**config.mk**
```make
export PLATFORM = sky130hd
export DESIGN_NAME = x86ex_ram
export DESIGN_NICKNAME = d
export VERILOG_FILES = /design/src/hdl/x86ex_ram.sv
export SDC_FILE = /design/constraint.sdc
export NUM_CORES = 2
export LEC_CHECK = 0
export BUFFER_PORTS_ARGS = -buffer_cell sky130_fd_sc_hd__clkbuf_2
export CORE_MARGIN = 5
export CORE_UTILIZATION = 60
export CTS_BUF_LIST = sky130_fd_sc_hd__clkbuf_4 sky130_fd_sc_hd__clkbuf_8
export CTS_CLUSTER_SIZE = 10
export DETAILED_ROUTE_END_ITERATION = 10
export PLACE_DENSITY = 0.87
export SYNTH_ARGS = -nofsm -noshare
export SYNTH_HDL_FRONTEND = slang
export SYNTH_SLANG_ARGS = --single-unit
```
**constraint.sdc**
```tcl
create_clock -name clk -period 2.77 [get_ports clk]
set_clock_uncertainty 0.2 [all_clocks]
set_input_delay 0.4155 -clock clk [delete_from_list [all_inputs] [get_ports clk]]
set_output_delay 0.4155 -clock clk [all_outputs]
set_load 0.01 [all_outputs]
```
**src/hdl/x86ex_ram.sv**
```systemverilog
// ----------------------------------------------------------------------------
// x86ex_ram: generic synchronous RAM
// One write port and one read port; the read data is registered.
// ----------------------------------------------------------------------------
module x86ex_ram #(
	parameter int WIDTH = 8,
	parameter int DEPTH = 256
) (
	input  logic                                    clk,
	input  logic                                    we,
	input  logic [((DEPTH > 1) ? $clog2(DEPTH) : 1)-1:0] waddr,
	input  logic [WIDTH-1:0]                        wdata,
	input  logic [((DEPTH > 1) ? $clog2(DEPTH) : 1)-1:0] raddr,
	output logic [WIDTH-1:0]                        rdata
);

	logic [WIDTH-1:0] mem_q [DEPTH];
	logic [WIDTH-1:0] rdata_q;

	// Write and registered read share the clock edge.
	always_ff @(posedge clk) begin
		if (we) begin
			mem_q[waddr] <= wdata;
		end
		rdata_q <= mem_q[raddr];
	end

	assign rdata = rdata_q;

endmodule

```
### Word level (Yosys, flattened, before mapping)

Memories as Yosys holds them, arrays and structs flattened. A register that Yosys moved wholly into a read port is not among the register bits.
Cells that the tools add are included.

| storage, ports and cells | value |
|---|---|
| logic and storage cells | 3 |
| bits of input ports | 26 |
| output and inout port bits | 8 |
| memory bits (writable) | 2048 |
| memories kept | 1 |
| flip-flop bits (word level) | 0 |

Memory list:

| memory | depth | bits a word | read ports | clocked after memory_dff | wr ports | line | source |
|---|---|---|---|---|---|---|---|
| mem_q | 256 | 8 | 1 | 1 | 1 | 17 | `logic [WIDTH-1:0] mem_q [DEPTH];` |

| cells by class | value |
|---|---|
| muxes and demuxes | 2 |

Operators with widths:

| cell | count |
|---|---|
| 1-bit two-way mux | 2 |

### Depth between registers and ports, before layout

| logic depth | value |
|---|---|
| word-level depth | 2 |
| gate-level depth with buffers | 11 |
| depth with buffers taken out | 6 |

### Least setup slack after synthesis

Ideal clock, no wire load.

| timing path | value |
|---|---|
| path type | input-to-reg |
| from | input raddr[0] (netlist name) |
| to | register rdata_q[2] (netlist: rdata[2]) (read register of mem_q) |
| arrival time | 2.222 ns |
| path slack | 0.217 ns |
| stages on the path | 9 |
| cell sequence | buf_6 -> buf_12 -> buf_8 -> buf_2 -> mux4_2 -> a22oi_1 -> a21oi_1 -> nor4_1 -> nor4_2 |

RTL lines:

| element | line | source |
|---|---|---|
| start, declared | 13 | `input logic [((DEPTH > 1) ? $clog2(DEPTH) : 1)-1:0] raddr,` |
| end, declared | 18 | `logic [WIDTH-1:0] rdata_q;` |

==> results.ini <==
[run]
maxCapViolCount=0

[sta]
rsz0062_at_grt=no
period_needed_ps=2764
worst_pin_slew_ps=919.3
timing.hold.ws_ps=137.5
finalCritPeriodShare_pct=99.77
fmax_ghz=0.3619
hold_viol_final=0
setup_violations=0
slew_headroom_pct=38.15
slew_viol_final=0

[global_route]
grt_pass1_wl_um=324700
overflow=0
busiest_layer=met2
antenna_found_initial=12
met3_usage_pct=10.43
grt_max_degree=97
grtUsageMet1_pct=39.78
grt_util_met2_pct=50.60
track_usage_pct=32.12
grt_pass1_vias=47390

[power_and_ir_drop]
seqPwrFrac_pct=54.8
p_switching_mw=14.20
power.internal_mw=48.51
ir_worst_vdd_mv=0.6482
pwr-share-clk_pct=39.2
combinationalPowerShare_pct=6.0
powerDensity_nw_per_um2=675.1
p_sw_share_pct=22.64
power.total_mw=62.71
power.static_leakage_nw=30.51

[synth]
synth_edf_count=2048
synth_cells=3733
synth_area_leaders=edfxtp_1 (77%), mux4_2 (13%), mux2i_1 (1.7%)
yosys.area.top_type_share_pct=77.30
synth_seq_area_share_pct=77.50
synthesis.nets=3759
async_reset_ff_share_pct=0
synth-main-ff-cell=edfxtp_1
syn_area_sq_um=79560
yosys_warnings=0
ys_types=55
yosys.area.top_type=edfxtp_1
synth.avg_cell_area_sq_um=21.31
ys_ff_latch=2056

[cells_and_area]
drive_gt1_share_pct=35.15
nets=4611
final_cell_mix=edfxtp_1 (2048), buf_4 (646), mux4_2 (454)
syn_to_final_growth_pct=16.75
utilization_pct=70.56
final_area_sq_um=92880
n_fill_cell=6713
final_common_cell=edfxtp_1

[run_status]
status=finished clean

[floorplanning]
die-area_sq_um=140000
rows=133
core-area_sq_um=131600
io_pins=34
die_y_um=374.1
initial_core_util_pct=60.44
die_w_um=374.1

[setup_path]
path_cells=mux4_2 -> mux4_2 -> nor2b_1 -> nor4_2 -> nor4_1
r2r-start=mem_q[71][1]
critical_path.max_stage_delay_ps=640
endpoint_kind=flop
crit_slowest_cell=nor4_2
worstPathArrival_ps=3430
startpoint_type=flop
crit_type=reg -> reg
crit_family=simple AND/OR/NAND/NOR gates
crit_fanout=1
critPathRequiredTime_ps=3440
crit_path_frequent_cell=mux4_2
worstSetupStartpoint=mem_q[71][1]
path_buf_inv=0

[route]
drt_wl_total_um=225600
antenna_left=0
wl_per_cell_um=34.38
initialDrtViolationCount=8894
dr.pass1.iters=9
vias_per_cell=7.016
vias=46050
drc=0

[clocking]
cts.sinks=2056
clock_latency_ps=1070
cts_tree=done
clk_path_buf_depth=4
htreeDepth=5
cts-root-buf=clkbuf_8
numCtsBuffers=325
cts.clk_slew.worst_paths_ps=70

[place]
portBuffers=33
gp_congestion=0.9311
placed_cell_area_sq_um=86750
dp_hpwl_um=134500

[min_path]
hold_start=waddr[6]
hold_path_class=in -> reg

## registers in the layout (all words and copies together), names as in the netlist
name,cells
rdata,8
mem_q,2048
## metal layers
layer / vias up / part of all wire [%]
li1: 17400 / -
met3: 1126 / 15
met2: 4809 / 48
met1: 22700 / 30
met4: 12 / 7.1
met5: - / 0.039
## path summary, 6_finish.rpt
check	endpoint	slack [ps]	cells after the start
setup / recovery	rdata[1]	6	5
hold / removal	mem_q[233][6]	140	4
setup reg to reg	rdata[1]	6	5
hold reg to reg	rdata[6]	950	6
## repair_timing
action,4_1_cts,5_1_grt
setup endpoints to repair,3,3
hold endpoints to repair,1282,0
setup buffers,0,0
gates resized for setup,3,5
hold buffers,14,0
pin swaps,0,0
## synth_stat cells, types with 3 or more instances
| cell type | number |
|---|---|
| nand2_1 | 33 |
| nor2_1 | 282 |
| buf_8 | 13 |
| nor4_1 | 24 |
| o211ai_1 | 10 |
| a21oi_1 | 96 |
| clkbuf_1 | 111 |
| o21ai_0 | 10 |
| edfxtp_1 | 2048 |
| o22a_1 | 5 |
| mux2i_1 | 134 |
| buf_6 | 21 |
| nand3_1 | 34 |
| nand2b_1 | 8 |
| a221oi_1 | 13 |
| a22o_1 | 8 |
| nor4_2 | 3 |
| a211oi_1 | 16 |
| nand4_1 | 10 |
| o22ai_1 | 28 |
| a22oi_1 | 133 |
| buf_12 | 8 |
| o221ai_1 | 46 |
| nor2b_1 | 31 |
| buf_2 | 31 |
| nor3_1 | 22 |
| o32ai_1 | 4 |
| buf_1 | 22 |
| buf_4 | 27 |
| mux4_2 | 454 |
| or2_2 | 4 |
| dfxtp_1 | 8 |
| and2_1 | 6 |
## worst register-to-register path, stage by stage (launching register included)
cell,delay [ps]
edfxtp_1,420
mux4_2,510
mux4_2,450
nor2b_1,210
nor4_2,640
nor4_1,180
## power by group through the flow
| stage | combinational, mW | sequential, mW | clock, mW |
|---|---|---|---|
| final | 3.76 | 34.4 | 24.6 |
| after global routing | 3.84 | 34.4 | 26.3 |
| after CTS | 3.63 | 34.4 | 24.6 |
| after detailed placement | 3.52 | 35.0 | 0 |
| after global placement | 3.36 | 35.0 | 0 |
| after floorplan | 1.67 | 35.0 | 0 |
## per-stage QoR
stage / cells / worst slack, ps / setup TNS, ps
2_1_floorplan: 3733 / 216.6 / 0
3_3_place_gp: 5999 / -732.5 / -4396
3_5_place_dp: 5999 / -802.0 / -4994
4_1_cts: 6557 / 21.68 / 0
5_1_grt: 6560 / 58.69 / 0
6_report: 6563 / 6.440 / 0
## logic make-up after synthesis
| kind of cell | count (synthesis) | synth area share [%] |
|---|---|---|
| AOI/OAI and AO/OA | 385 | 3.419 |
| buffers and inverters | 235 | 1.831 |
| DFF | 2056 | 77.50 |
| muxes | 591 | 14.62 |
| and+or+nand+nor | 466 | 2.628 |
## layout make-up
| type | count | area (sq um) | area share, % |
|---|---|---|---|
| inverters | 2 | 7.507 | 0.008082 |
| well taps | 1755 | 2196 | 2.364 |
| clock buffers | 413 | 5190 | 5.588 |
| diodes | 6 | 15.01 | 0.01616 |
| multi-input cells | 1442 | 16520 | 17.79 |
| flip-flops and latches | 2056 | 61660 | 66.38 |
| clock inverters | 131 | 735.7 | 0.7921 |
| repair buffers | 758 | 6561 | 7.064 |
No activity file was read; power rests on OpenSTA's default activity.
